$ cat src/hw/rtl/cdgc_pkg.sv
// Shared types, constants and helper functions for the command datagram checker.
package cdgc_pkg;

  localparam int HDR_LEN = 20;
  localparam int LED_LEN = 4;

  localparam logic [31:0] CMD_MAGIC = 32'h5344_4D43;
  localparam logic [31:0] CRC_POLY  = 32'hEDB8_8320;
  localparam logic [31:0] CRC_INIT  = 32'hFFFF_FFFF;

  localparam logic [15:0] HDR_VERSION = 16'd1;
  localparam logic [15:0] HDR_CMD_LED = 16'd1;
  localparam logic [15:0] HDR_CMD_LCD = 16'd2;

  localparam logic [7:0] LCD_LINE1 = 8'd1;
  localparam logic [7:0] LCD_LINE2 = 8'd2;
  localparam logic [7:0] LCD_LINE3 = 8'd3;

  localparam logic [6:0] CURSOR_LINE0 = 7'h00;
  localparam logic [6:0] CURSOR_LINE1 = 7'h40;
  localparam logic [6:0] CURSOR_LINE2 = 7'h14;
  localparam logic [6:0] CURSOR_LINE3 = 7'h54;

  typedef enum logic [3:0] {
    ST_LED_OK     = 4'd0,
    ST_LCD_OK     = 4'd1,
    ST_SHORT      = 4'd2,
    ST_MAGIC      = 4'd3,
    ST_VERSION    = 4'd4,
    ST_LENGTH     = 4'd5,
    ST_TOO_LONG   = 4'd6,
    ST_CRC        = 4'd7,
    ST_LCD_ABSENT = 4'd8,
    ST_IGNORED    = 4'd9
  } status_t;

  typedef enum logic [1:0] {
    ACT_NONE = 2'd0,
    ACT_LED  = 2'd1,
    ACT_LCD  = 2'd2
  } action_t;

  // Judged datagram, waiting for or in the drain.
  typedef struct packed {
    status_t     status;
    action_t     command;
    logic [31:0] sequence_res;
    logic [7:0]  red;
    logic [7:0]  green;
    logic [7:0]  blue;
    logic [7:0]  lcd_line;
    logic [6:0]  lcd_position;
    logic        bank;
  } job_t;

  // One result transaction.
  typedef struct packed {
    status_t     status;
    action_t     command;
    logic [31:0] sequence_res;
    logic [7:0]  red;
    logic [7:0]  green;
    logic [7:0]  blue;
    logic [7:0]  lcd_line;
    logic [6:0]  lcd_position;
    logic [7:0]  text_byte;
    logic        is_text;
    logic        last;
  } result_t;

  function automatic logic [31:0] crc_byte(input logic [31:0] crc, input logic [7:0] b);
    logic [31:0] c;
    c = crc ^ {24'h0, b};
    for (int i = 0; i < 8; i++) begin
      c = (c >> 1) ^ (CRC_POLY & {32{c[0]}});
    end
    return c;
  endfunction

  function automatic logic [6:0] cursor_of(input logic [7:0] line);
    logic [6:0] pos;
    case (line)
      LCD_LINE1: pos = CURSOR_LINE1;
      LCD_LINE2: pos = CURSOR_LINE2;
      LCD_LINE3: pos = CURSOR_LINE3;
      default:   pos = CURSOR_LINE0;
    endcase
    return pos;
  endfunction

endpackage

$ cat src/hw/rtl/cdgc_parser.sv
// Header capture, running CRC, payload store writes and end-of-datagram judgment.
module cdgc_parser import cdgc_pkg::*; #(
  parameter int MAX_DATAGRAM = 512,
  parameter int MAX_PAYLOAD  = 256,
  parameter int TEXT_LEN     = 20
) (
  input  logic                              clk,
  input  logic                              rst_n,
  input  logic                              take,
  input  logic [7:0]                        data_byte,
  input  logic                              end_flag,
  input  logic                              lcd_available,
  output logic                              wr_en,
  output logic [$clog2(TEXT_LEN+1):0]       wr_addr,
  output logic [7:0]                        wr_data,
  output logic                              job_valid,
  output job_t                              job
);

  localparam int STORE_LEN = TEXT_LEN + 1;
  localparam int IDX_W     = $clog2(STORE_LEN);
  localparam int CNT_W     = $clog2(MAX_DATAGRAM + 1);

  logic [CNT_W-1:0] cnt_r, cnt_nxt, cnt_upd, pidx;
  logic [31:0]      crc_r, crc_nxt, crc_upd;
  logic [31:0]      magic_r, magic_nxt, magic_upd;
  logic [15:0]      version_r, version_nxt, version_upd;
  logic [15:0]      command_r, command_nxt, command_upd;
  logic [31:0]      seq_r, seq_nxt, seq_upd;
  logic [15:0]      length_r, length_nxt, length_upd;
  logic [31:0]      rcrc_r, rcrc_nxt, rcrc_upd;
  logic [7:0]       b0_r, b1_r, b2_r, b0_upd, b1_upd, b2_upd;
  logic             bank_r, bank_nxt;
  logic             in_range, is_crc_field, in_store;
  logic [16:0]      exp_len;
  status_t          status;

  always_comb begin
    cnt_upd      = cnt_r;
    crc_upd      = crc_r;
    magic_upd    = magic_r;
    version_upd  = version_r;
    command_upd  = command_r;
    seq_upd      = seq_r;
    length_upd   = length_r;
    rcrc_upd     = rcrc_r;
    b0_upd       = b0_r;
    b1_upd       = b1_r;
    b2_upd       = b2_r;
    in_range     = cnt_r < CNT_W'(MAX_DATAGRAM);
    pidx         = cnt_r - CNT_W'(HDR_LEN);
    is_crc_field = (cnt_r >= CNT_W'(16)) && (cnt_r < CNT_W'(HDR_LEN));
    in_store     = in_range && (cnt_r >= CNT_W'(HDR_LEN)) && (pidx < CNT_W'(STORE_LEN));
    if (in_range) begin
      cnt_upd = cnt_r + 1'b1;
      crc_upd = crc_byte(crc_r, is_crc_field ? 8'h00 : data_byte);
      if (cnt_r < CNT_W'(4)) begin
        magic_upd[8*cnt_r[1:0] +: 8] = data_byte;
      end else if (cnt_r < CNT_W'(6)) begin
        version_upd[8*cnt_r[0] +: 8] = data_byte;
      end else if (cnt_r < CNT_W'(8)) begin
        command_upd[8*cnt_r[0] +: 8] = data_byte;
      end else if (cnt_r < CNT_W'(12)) begin
        seq_upd[8*cnt_r[1:0] +: 8] = data_byte;
      end else if (cnt_r < CNT_W'(14)) begin
        length_upd[8*cnt_r[0] +: 8] = data_byte;
      end else if (is_crc_field) begin
        rcrc_upd[8*cnt_r[1:0] +: 8] = data_byte;
      end
    end
    if (in_store && pidx == CNT_W'(0)) b0_upd = data_byte;
    if (in_store && pidx == CNT_W'(1)) b1_upd = data_byte;
    if (in_store && pidx == CNT_W'(2)) b2_upd = data_byte;
  end

  assign wr_en   = take && in_store;
  assign wr_addr = {bank_r, pidx[IDX_W-1:0]};
  assign wr_data = data_byte;

  // Judge on the values that include the final byte.
  always_comb begin
    exp_len = 17'(HDR_LEN) + {1'b0, length_upd};
    if (cnt_upd < CNT_W'(HDR_LEN))                          status = ST_SHORT;
    else if (magic_upd != CMD_MAGIC)                        status = ST_MAGIC;
    else if (version_upd != HDR_VERSION)                    status = ST_VERSION;
    else if (17'(cnt_upd) != exp_len)                       status = ST_LENGTH;
    else if (length_upd > 16'(MAX_PAYLOAD))                 status = ST_TOO_LONG;
    else if (~crc_upd != rcrc_upd)                          status = ST_CRC;
    else if (command_upd == HDR_CMD_LED && length_upd == 16'(LED_LEN)) status = ST_LED_OK;
    else if (command_upd == HDR_CMD_LCD && length_upd == 16'(STORE_LEN))
      status = lcd_available ? ST_LCD_OK : ST_LCD_ABSENT;
    else                                                    status = ST_IGNORED;
  end

  always_comb begin
    job              = '0;
    job.status       = status;
    job.command      = ACT_NONE;
    job.sequence_res = seq_upd;
    job.bank         = bank_r;
    if (status == ST_LED_OK) begin
      job.command = ACT_LED;
      job.red     = b0_upd;
      job.green   = b1_upd;
      job.blue    = b2_upd;
    end else if (status == ST_LCD_OK) begin
      job.command      = ACT_LCD;
      job.lcd_line     = b0_upd;
      job.lcd_position = cursor_of(b0_upd);
    end
  end

  assign job_valid = take && end_flag;

  always_comb begin
    cnt_nxt     = cnt_r;
    crc_nxt     = crc_r;
    magic_nxt   = magic_r;
    version_nxt = version_r;
    command_nxt = command_r;
    seq_nxt     = seq_r;
    length_nxt  = length_r;
    rcrc_nxt    = rcrc_r;
    bank_nxt    = bank_r;
    if (take && end_flag) begin
      cnt_nxt     = '0;
      crc_nxt     = CRC_INIT;
      magic_nxt   = '0;
      version_nxt = '0;
      command_nxt = '0;
      seq_nxt     = '0;
      length_nxt  = '0;
      rcrc_nxt    = '0;
      bank_nxt    = ~bank_r;
    end else if (take) begin
      cnt_nxt     = cnt_upd;
      crc_nxt     = crc_upd;
      magic_nxt   = magic_upd;
      version_nxt = version_upd;
      command_nxt = command_upd;
      seq_nxt     = seq_upd;
      length_nxt  = length_upd;
      rcrc_nxt    = rcrc_upd;
    end
  end

  always_ff @(posedge clk) begin
    if (!rst_n) begin
      cnt_r     <= '0;
      crc_r     <= CRC_INIT;
      magic_r   <= '0;
      version_r <= '0;
      command_r <= '0;
      seq_r     <= '0;
      length_r  <= '0;
      rcrc_r    <= '0;
      bank_r    <= 1'b0;
    end else begin
      cnt_r     <= cnt_nxt;
      crc_r     <= crc_nxt;
      magic_r   <= magic_nxt;
      version_r <= version_nxt;
      command_r <= command_nxt;
      seq_r     <= seq_nxt;
      length_r  <= length_nxt;
      rcrc_r    <= rcrc_nxt;
      bank_r    <= bank_nxt;
    end
  end

  always_ff @(posedge clk) begin
    if (take) begin
      b0_r <= b0_upd;
      b1_r <= b1_upd;
      b2_r <= b2_upd;
    end
  end

endmodule

$ cat src/hw/rtl/cdgc_drain.sv
// Payload memory, pending and active job slots, and the result output register.
module cdgc_drain import cdgc_pkg::*; #(
  parameter int TEXT_LEN = 20
) (
  input  logic                        clk,
  input  logic                        rst_n,
  input  logic                        wr_en,
  input  logic [$clog2(TEXT_LEN+1):0] wr_addr,
  input  logic [7:0]                  wr_data,
  input  logic                        job_valid,
  input  job_t                        job,
  output logic                        pend_free,
  input  logic                        out_ready,
  output logic                        out_valid,
  output result_t                     res
);

  localparam int STORE_LEN = TEXT_LEN + 1;
  localparam int IDX_W     = $clog2(STORE_LEN);
  localparam int MEM_DEPTH = 2 ** (IDX_W + 1);

  logic [7:0]       mem [MEM_DEPTH];
  logic [7:0]       rd_data_r;
  logic [IDX_W:0]   rd_addr;

  logic             pend_valid_r, pend_valid_nxt;
  job_t             pend_job_r, pend_job_nxt;
  logic             act_valid_r, act_valid_nxt;
  job_t             act_job_r, act_job_nxt;
  logic [IDX_W-1:0] k_r, k_nxt;
  logic             out_valid_r, out_valid_nxt;
  result_t          res_r, res_nxt;
  logic             load, act_last, act_finish, pend_take;

  assign load       = act_valid_r && (!out_valid_r || out_ready);
  assign act_last   = (act_job_r.command != ACT_LCD) || (k_r == IDX_W'(TEXT_LEN));
  assign act_finish = load && act_last;
  assign pend_take  = pend_valid_r && (!act_valid_r || act_finish);
  assign pend_free  = !pend_valid_r || pend_take;

  always_comb begin
    pend_valid_nxt = pend_valid_r;
    pend_job_nxt   = pend_job_r;
    if (pend_take) pend_valid_nxt = 1'b0;
    if (job_valid) begin
      pend_valid_nxt = 1'b1;
      pend_job_nxt   = job;
    end
  end

  always_comb begin
    act_valid_nxt = act_valid_r;
    act_job_nxt   = act_job_r;
    k_nxt         = k_r;
    if (pend_take) begin
      act_valid_nxt = 1'b1;
      act_job_nxt   = pend_job_r;
      k_nxt         = '0;
    end else if (act_finish) begin
      act_valid_nxt = 1'b0;
    end else if (load) begin
      k_nxt = k_r + 1'b1;
    end
  end

  // Address the entry the next cycle's result needs, so read data lines up.
  assign rd_addr = {act_job_nxt.bank, k_nxt};

  always_comb begin
    out_valid_nxt = out_valid_r;
    res_nxt       = res_r;
    if (load) begin
      out_valid_nxt        = 1'b1;
      res_nxt.status       = act_job_r.status;
      res_nxt.command      = act_job_r.command;
      res_nxt.sequence_res = act_job_r.sequence_res;
      res_nxt.red          = act_job_r.red;
      res_nxt.green        = act_job_r.green;
      res_nxt.blue         = act_job_r.blue;
      res_nxt.lcd_line     = act_job_r.lcd_line;
      res_nxt.lcd_position = act_job_r.lcd_position;
      res_nxt.is_text      = (k_r != '0);
      res_nxt.text_byte    = (k_r != '0) ? rd_data_r : 8'h00;
      res_nxt.last         = act_last;
    end else if (out_ready) begin
      out_valid_nxt = 1'b0;
    end
  end

  always_ff @(posedge clk) begin
    if (wr_en) mem[wr_addr] <= wr_data;
    rd_data_r <= mem[rd_addr];
  end

  always_ff @(posedge clk) begin
    if (!rst_n) begin
      pend_valid_r <= 1'b0;
      act_valid_r  <= 1'b0;
      k_r          <= '0;
      out_valid_r  <= 1'b0;
    end else begin
      pend_valid_r <= pend_valid_nxt;
      act_valid_r  <= act_valid_nxt;
      k_r          <= k_nxt;
      out_valid_r  <= out_valid_nxt;
    end
  end

  always_ff @(posedge clk) begin
    pend_job_r <= pend_job_nxt;
    act_job_r  <= act_job_nxt;
    res_r      <= res_nxt;
  end

  assign out_valid = out_valid_r;
  assign res       = res_r;

endmodule

$ cat src/hw/rtl/command_datagram_checker_core.sv
// Top level of the command datagram checker: byte intake, judgment and result drain.
// Throughput: one datagram byte per cycle in while in_ready is high, one result
//   transaction per cycle out while out_ready is high. A datagram's first result passes the
//   pending and active slots and output register; an LCD datagram drains 1+TEXT_LEN results.
// in_ready drops only while a judged datagram waits behind one whose results still drain;
//   the two-bank payload memory lets the next datagram fill while the previous one drains.
// Reset (rst_n, synchronous, active low) clears counters, CRC, header words and valid bits;
//   the payload memory is not cleared and needs no clearing pass.
module command_datagram_checker_core import cdgc_pkg::*; #(
  parameter int MAX_DATAGRAM = 512,
  parameter int MAX_PAYLOAD  = 256,
  parameter int TEXT_LEN     = 20
) (
  input  logic        clk,
  input  logic        rst_n,
  input  logic        in_valid,
  output logic        in_ready,
  input  logic [7:0]  in_data_byte,
  input  logic        in_end_of_datagram,
  output logic        out_valid,
  input  logic        out_ready,
  output logic [3:0]  out_status,
  output logic [1:0]  out_command,
  output logic [31:0] out_sequence_res,
  output logic [7:0]  out_red,
  output logic [7:0]  out_green,
  output logic [7:0]  out_blue,
  output logic [7:0]  out_lcd_line,
  output logic [6:0]  out_lcd_position,
  output logic [7:0]  out_text_byte,
  output logic        out_is_text,
  output logic        out_last,
  input  logic        cfg_wr_en,
  input  logic        cfg_wr_data
);

  localparam int IDX_W = $clog2(TEXT_LEN + 1);

  logic             lcd_available_r, lcd_available_nxt;
  logic             take;
  logic             wr_en;
  logic [IDX_W:0]   wr_addr;
  logic [7:0]       wr_data;
  logic             job_valid;
  job_t             job;
  logic             pend_free;
  result_t          res;

  // Hold the display-link flag; write it only while the block is idle.
  assign lcd_available_nxt = cfg_wr_en ? cfg_wr_data : lcd_available_r;

  always_ff @(posedge clk) begin
    if (!rst_n) begin
      lcd_available_r <= 1'b0;
    end else begin
      lcd_available_r <= lcd_available_nxt;
    end
  end

  // Accept a byte whenever the pending job slot can take a judgment this cycle.
  assign in_ready = pend_free;
  assign take     = in_valid && in_ready;

  // Parse header fields, advance the CRC and write the payload bank.
  cdgc_parser #(
    .MAX_DATAGRAM (MAX_DATAGRAM),
    .MAX_PAYLOAD  (MAX_PAYLOAD),
    .TEXT_LEN     (TEXT_LEN)
  ) u_parser (
    .clk           (clk),
    .rst_n         (rst_n),
    .take          (take),
    .data_byte     (in_data_byte),
    .end_flag      (in_end_of_datagram),
    .lcd_available (lcd_available_r),
    .wr_en         (wr_en),
    .wr_addr       (wr_addr),
    .wr_data       (wr_data),
    .job_valid     (job_valid),
    .job           (job)
  );

  // Queue judged datagrams and drain their result transactions.
  cdgc_drain #(
    .TEXT_LEN (TEXT_LEN)
  ) u_drain (
    .clk       (clk),
    .rst_n     (rst_n),
    .wr_en     (wr_en),
    .wr_addr   (wr_addr),
    .wr_data   (wr_data),
    .job_valid (job_valid),
    .job       (job),
    .pend_free (pend_free),
    .out_ready (out_ready),
    .out_valid (out_valid),
    .res       (res)
  );

  assign out_status       = res.status;
  assign out_command      = res.command;
  assign out_sequence_res = res.sequence_res;
  assign out_red          = res.red;
  assign out_green        = res.green;
  assign out_blue         = res.blue;
  assign out_lcd_line     = res.lcd_line;
  assign out_lcd_position = res.lcd_position;
  assign out_text_byte    = res.text_byte;
  assign out_is_text      = res.is_text;
  assign out_last         = res.last;

  // A text character only travels with an accepted LCD line.
  a_text_is_lcd: assert property (@(posedge clk) disable iff (!rst_n)
    out_valid && out_is_text |-> out_status == ST_LCD_OK && out_command == ACT_LCD)
    else $error("text result without LCD status");

  // Any refusal carries no action.
  a_refusal_no_action: assert property (@(posedge clk) disable iff (!rst_n)
    out_valid && out_status != ST_LED_OK && out_status != ST_LCD_OK |-> out_command == ACT_NONE)
    else $error("refused datagram reports an action");

  // The LCD line header is always followed by its text.
  a_lcd_head_not_last: assert property (@(posedge clk) disable iff (!rst_n)
    out_valid && !out_is_text && out_status == ST_LCD_OK |-> !out_last)
    else $error("LCD line header marked last");

endmodule

$ cat config.mk
export PLATFORM = sky130hd
export DESIGN_NAME = command_datagram_checker_core
export DESIGN_NICKNAME = d
export VERILOG_FILES = /design/src/hw/rtl/cdgc_pkg.sv /design/src/hw/rtl/cdgc_parser.sv /design/src/hw/rtl/cdgc_drain.sv /design/src/hw/rtl/command_datagram_checker_core.sv
export SDC_FILE = /design/constraint.sdc
export NUM_CORES = 1
export LEC_CHECK = 0
export BUFFER_PORTS_ARGS = -buffer_cell sky130_fd_sc_hd__buf_4
export CORE_UTILIZATION = 47
export CTS_CLUSTER_DIAMETER = 60
export DETAILED_ROUTE_END_ITERATION = 6
export GPL_TIMING_DRIVEN = 1
export PLACE_DENSITY = 0.73
export SLEW_MARGIN = 20
export SYNTH_ARGS = -nofsm -noshare
export SYNTH_HDL_FRONTEND = slang
export SYNTH_HIERARCHICAL = 1
export SYNTH_SLANG_ARGS = --single-unit
$ cat constraint.sdc
create_clock -name clk -period 11.6 [get_ports clk]
set_input_delay 1.74 -clock clk [delete_from_list [all_inputs] [get_ports clk]]
set_output_delay 1.74 -clock clk [all_outputs]
set_load 0.05 [all_outputs]
== After elaboration in Yosys (flattened, before gate mapping) ==
Memory sizes are Yosys's and may differ from the RTL's. A register that Yosys moved wholly into a read port is not among the register bits.
Index checks and enable logic that the tools add are counted.
Word-level totals
  output and inout port bits: 89
  RAM bits: 512
  memories: 1
  input bits: 15
  word-level logic and storage cells: 189
  bits in registers: 463
Memories
  u_drain.mem: depth 64, width 8, read ports 1, clocked after memory_dff 1, write ports 1, line cdgc_drain.sv:22  | logic [7:0] mem [MEM_DEPTH];
Operators by class
  bitwise logic cells: 13
  $lt $le $gt $ge: 12
  mux-type cells: 62
  equal/unequal tests: 16
  shift-type cells: 4
  $add $sub $neg: 6
  reduce and logical (&&, ||, !) cells: 29
Operators by type and width (number)
  two-way mux 32 bit: 15
  XOR 31 x 32 -> 32 bit: 8
  two-way mux 16 bit: 13
  bitwise mux 32 bit: 3
  bitwise mux 16 bit: 3
  two-way mux 4 bit: 9
  negator 4 -> 34 bit: 1
  negator 5 -> 34 bit: 1
  variable shift 8 x 34 -> 16 bit (first input constant): 1
  variable shift 8 x 34 -> 32 bit (first input constant): 1
  indexed part select 8 x 34 -> 16 bit: 1
  indexed part select 8 x 34 -> 32 bit: 1
  two-way mux 8 bit: 4
  != test 32 x 31 -> 1 bit (second input constant): 1
  != test 32 bit: 1
  inverter 32 bit: 1
  XOR 32 x 8 -> 32 bit: 1
  < comparator 10 x 4 -> 1 bit (second input constant): 3
  < comparator 10 x 5 -> 1 bit (second input constant): 3
  case mux 7 bit (3 select lines): 1
  greater-or-equal comparator 10 x 5 -> 1 bit (second input constant): 2
  < comparator 10 x 3 -> 1 bit (second input constant): 2
  adder 5 x 16 -> 17 bit (first input constant): 1
  != test 10 x 17 -> 1 bit: 1
  30 further kinds: 64

== Longest topological paths before layout ==
  depth in word-level cells: 24
  gate-level depth with buffers: 20
  gate-level depth less buffers: 15

== Hierarchy ==
Netlist, hierarchy kept.
By module, submodules not included
  cdgc_drain: sequential area each 22982.0 um2, area each 28230.8 um2, cells each 1610, instances 1
  cdgc_parser: sequential area each 4464.3 um2, area each 13919.6 um2, cells each 1725, instances 1
  command_datagram_checker_core: sequential area each 20.0 um2, area each 42.5 um2, cells each 4, instances 1

== Worst setup path after synthesis ==
No wires, ideal clock.
  path type: input to register
  start: in out_ready
  end: reg u_drain.rd_data_r[1], read port of u_drain.mem
  path buffers: 2
  stages on the path: 11
  library setup time: 0.088 ns
  arrival: 7.968 ns
  path slack: 3.544 ns
  data required time: 11.512 ns
  cells stage by stage: nand2b_1 clkbuf_1 o21ai_0 a21oi_1 mux2i_1 inv_2 or3_1 buf_2 a211oi_1 or4_1 nor4_2
RTL lines
  from (decl): line command_datagram_checker_core.sv:21  | input logic out_ready,
  to (decl): line cdgc_drain.sv:23  | logic [7:0] rd_data_r;

== Final worst setup path ==
  start: reg u_parser.cnt_r[1]
  end: reg u_drain/pend_job_r[5] (netlist bit), data pin
On the way
  cells in the longest elaborated chain, start to end: 24
  elaborated cells between the ends (all ways): 87
  those cells by class: 4 x add/sub; 12 x order compare; 12 x eq/ne; 2 x shift; 37 x mux; 11 x bitwise; 9 x reduce/logical
Ends and longest elaborated chain
  from (decl): line cdgc_parser.sv:24  | logic [CNT_W-1:0] cnt_r, cnt_nxt, cnt_upd, pidx;
  from (signal assigned): line cdgc_parser.sv:159  | cnt_r <= cnt_nxt;
  greater-or-equal comparator 10 x 5 -> 1 bit or < comparator 10 x 5 -> 1 bit (tied branches): line cdgc_parser.sv:52  | is_crc_field = (cnt_r >= CNT_W'(16)) && (cnt_r < CNT_W'(HDR_LEN));
  logical AND 1 bit: line cdgc_parser.sv:52
  two-way mux 8 bit: line cdgc_parser.sv:56  | crc_upd = crc_byte(crc_r, is_crc_field ? 8'h00 : data_byte);
  XOR 32 x 8 -> 32 bit: line cdgc_pkg.sv:73  | c = crc ^ {24'h0, b};
  XOR 31 x 32 -> 32 bit (8 in a row): line cdgc_pkg.sv:75  | c = (c >> 1) ^ (CRC_POLY & {32{c[0]}});
  two-way mux 32 bit: line cdgc_parser.sv:54  | if (in_range) begin
  inverter 32 bit: line cdgc_parser.sv:88  | else if (~crc_upd != rcrc_upd) status = ST_CRC;
  != test 32 bit: line cdgc_parser.sv:88
  two-way mux 4 bit: line cdgc_parser.sv:88
  two-way mux 4 bit: line cdgc_parser.sv:87  | else if (length_upd > 16'(MAX_PAYLOAD)) status = ST_TOO_LONG;
  two-way mux 4 bit: line cdgc_parser.sv:86  | else if (17'(cnt_upd) != exp_len) status = ST_LENGTH;
  two-way mux 4 bit: line cdgc_parser.sv:85  | else if (version_upd != HDR_VERSION) status = ST_VERSION;
  two-way mux 4 bit: line cdgc_parser.sv:84  | else if (magic_upd != CMD_MAGIC) status = ST_MAGIC;
  two-way mux 4 bit: line cdgc_parser.sv:83  | if (cnt_upd < CNT_W'(HDR_LEN)) status = ST_SHORT;
  == test 4 x 1 -> 1 bit: line cdgc_parser.sv:106  | end else if (status == ST_LCD_OK) begin
  inverter 1 bit (no source line)
  OR reduction 2 bit (no source line)
  to (signal assigned): line cdgc_drain.sv:110  | pend_job_r <= pend_job_nxt;
  to (decl): line cdgc_drain.sv:27  | job_t pend_job_r, pend_job_nxt;
Several ways; a longest one is shown, not always the timed one.
A chain may end at the register's enable or synchronous reset.

==> qor.yml <==
clock_tree:
  cts.clk_slew.worst_paths_ns: 0.06
  cts_setup_buffers: 0
  clock_sinks: 983
  cts_made_buffers: 99
  cts.repair.resized: 0
  cts.root.buffer_cell: "clkbuf_16"
  worstSkewPairLatency_ns: 0.69
  hold_buffers: 0
  clockBufferDepth: 3
  cts_tree: "built"
  htree_levels: 3
synthesis:
  avgSynthCellArea_um2: 12.64
  yosysUniqueCellTypes: 102
  dominantRegCellSynth: "edfxtp_1"
  synthArstFlopShare_pct: 0
  syn_inst: 3339
  synthMuxAreaShare_pct: 3.766
  synth-compound-area-share_pct: 10.26
  synth_top_cell_area_share_pct: 55.37
  synth-adder-area-share_pct: 0.4448
  synthXorXnorAreaFrac_pct: 4.967
  yosysWarnings: 6
  synthSimpleGateAreaFrac_pct: 12.29
  yosysTopAreaCell: "edfxtp_1"
  synth_edf_count: 778
  synthesis.area_mm2: 0.04219
  synth_area_leaders: "edfxtp_1, dfxtp_1, nand2_1, mux2i_1, xnor2_1"
  synth_top_family_by_area: "simple AND/OR/NAND/NOR gates"
  ys_ff_latch: 983
  synth-seq-area-share_pct: 65.10
sta:
  timing.final.hold_violations: 0
  fmax_mhz: 160.1
  fin_crit_sh_pct: 53.85
  fin_tns_setup_ns: 0
  tightest_slew_ns: 1.104
  fin_worst_skew_ns: 0.07398
  timing.final.crit_period_ns: 6.246
  finalSetupViolCount: 0
  grt_setup_unrepaired: "no"
  slew_headroom_pct: 26.38
  slew_violations: 0
setup_path:
  crit_arrival_ns: 6.71
  criticalPathCategory: "flip-flop to flip-flop"
  critPathLaunch: "u_parser/cnt_r[1]$_SDFFE_PP0P_"
  slowest_stage: "nor3b_1"
  worstPathCellList: "inv_1 > ha_1 > nor3b_1 > and2_1 > mux2i_1 > xor2_1 > a2111oi_1 > o311ai_0 > nor4_1 > and4_4 > nand4_1 > nor3_1"
  worstRegToRegCells: 12
  cp.required_ns: 12.07
  max_stage_delay_ns: 0.86
  critPathMaxFanout: 22
  r2r-start: "u_parser/cnt_r[1]$_SDFFE_PP0P_"
  critPathCaptureType: "flip-flop"
  start_kind: "flip-flop"
routing:
  vias: 27866
  highest_layer: "met4"
  totalWireLength_um: 109600
  wl_per_cell_um: 23.79
  drt_iter0_drc: 2882
  drcViolationCount: 8
  ant_nets: 0
  dr.pass1.iters: 7
  wl_met1_um: 45360
  via_per_inst: 6.047
  wl_met2_um: 51670
  wl_met3_um: 9237
layout:
  multiInputGateArea_mm2: 0.01349
  synthToLayoutAreaGrowth_pct: 11.77
  seqCellArea_mm2: 0.02747
  fin_nets: 3386
  drive_gt1_share_pct: 12.58
  fillers: 7276
  layout_common_cells: "edfxtp_1, nand2_1, nor2_1, dfxtp_1"
  stdcell_area_mm2: 0.04716
  final_common_cell: "edfxtp_1"
placement:
  gp_congestion: 0.9242
  place_area_mm2: 0.04375
  io_buffers: 103
  dp_hpwl_um: 67870
floorplanning:
  core_area_mm2: 0.08865
  dieArea_mm2: 0.09097
  die_h_um: 301.6
  ios: 104
  die_x_um: 301.6
  start_util_pct: 47.60
  fp-row-count: 109
power:
  irDropWorstVdd_mv: 0.1157
  power.density_mw_per_mm2: 168.7
  power.leakage_nw: 15.73
  total_power_mw: 7.955
global_route:
  grt_max_degree: 127
  grt_overflow: 0
  antenna_found_initial: 0
  grt_pass1_vias: 26174
  grt_pass1_wl_um: 163500
  grt.total_usage_pct: 23.59
flow_run:
  drv_cap: 0
worst_hold_path:
  hold_class: "flip-flop to flip-flop"
  min_path_cells: 0
  min_from: "u_drain/act_job_r[4]$_DFFE_PP_"
outcome:
  violations: "DRC"
  status: "finished, violations left"
[through the flow]
step           setup WS, ns  hold slack [ns]  utilization (%)  instances
2_1_floorplan         3.544           0.4003                -       3342
3_3_place_gp          5.108           0.4008            49.35       4420
3_5_place_dp          5.189           0.4045            49.35       4420
4_1_cts               5.555           0.3989            53.18       4607
5_1_grt               5.070           0.4050            53.20       4607
6_report              5.354           0.4023            53.20       4608
[sequential cells by signal, indices dropped and copies added (netlist names), 5 cells and up]
signal / count
u_parser/crc_r: 32
u_drain/pend_job_r: 78
u_parser/rcrc_r: 32
u_parser/b0_r: 8
u_drain/act_job_r: 78
u_drain/k_r: 5
u_parser/command_r: 16
u_parser/magic_r: 32
u_parser/b2_r: 8
u_drain/mem: 512
u_parser/b1_r: 8
u_parser/version_r: 16
u_parser/cnt_r: 10
u_drain/rd_data_r: 8
u_drain/res: 87
u_parser/length_r: 16
u_parser/seq_r: 32
[cell families after synthesis]
family / Yosys count
and+or+nand+nor: 1083
AOI/OAI and AO/OA: 615
buffers and inverters: 288
DFF: 983
other: 1
adders and majority gates: 15
muxes: 154
xor gates and xnor gates: 200
[path summary, 6_finish.rpt]
kind	slack [ns]	endpoint
max reg2reg	5.35	u_drain/pend_job_r[5]$_DFFE_PP_
min reg2reg	0.40	u_drain/res[13]$_DFFE_PP_
max	5.35	u_drain/pend_job_r[5]$_DFFE_PP_
min	0.40	u_drain/res[13]$_DFFE_PP_
[routing by layer]
| layer | global-route usage, % | vias up |
|---|---|---|
| met3 | 3.357 | 211 |
| met2 | 37.67 | 1375 |
| li1 | - | 12443 |
| met5 | 0 | - |
| met4 | 7.876 | 0 |
| met1 | 33.12 | 13837 |
[where the power goes]
part	leakage (nW)	switching [mW]	internal [mW]
Clock	1.66	1.37	1.90
Combinational	5.36	0.468	0.300
Sequential	8.72	0.0580	3.86
Total	15.7	1.89	6.06
[cell usage after synthesis (55+ instances only)]
cell / n
xor2_1: 56
clkbuf_1: 134
mux2i_1: 116
o221ai_1: 55
edfxtp_1: 778
xnor2_1: 119
nor2_1: 275
nand3_1: 94
dfxtp_1: 205
a21oi_1: 152
nand2_1: 396
o21ai_0: 72
[area by class of cell]
| type | count | share of cell area (%) |
|---|---|---|
| clock inverter | 62 | 1.592 |
| tap | 1165 | 3.091 |
| multi-input combinational | 2071 | 28.61 |
| clock buffer | 125 | 5.609 |
| timing repair buffer | 153 | 2.470 |
| sequential | 983 | 58.24 |
| inverter | 48 | 0.3847 |
| antenna | 1 | 0.005306 |
[critical path: cells and delay by family (launching register included)]
kind | cells | cell delay, ns
AOI/OAI and AO/OA | 2 | 1.28
xor gates and xnor gates | 1 | 0.18
adders and majority gates | 1 | 0.47
buffers and inverters | 1 | 0.24
DFF | 1 | 0.85
muxes | 1 | 0.18
and+or+nand+nor | 6 | 2.88
Note: power is estimated with default switching activity, not from simulation.
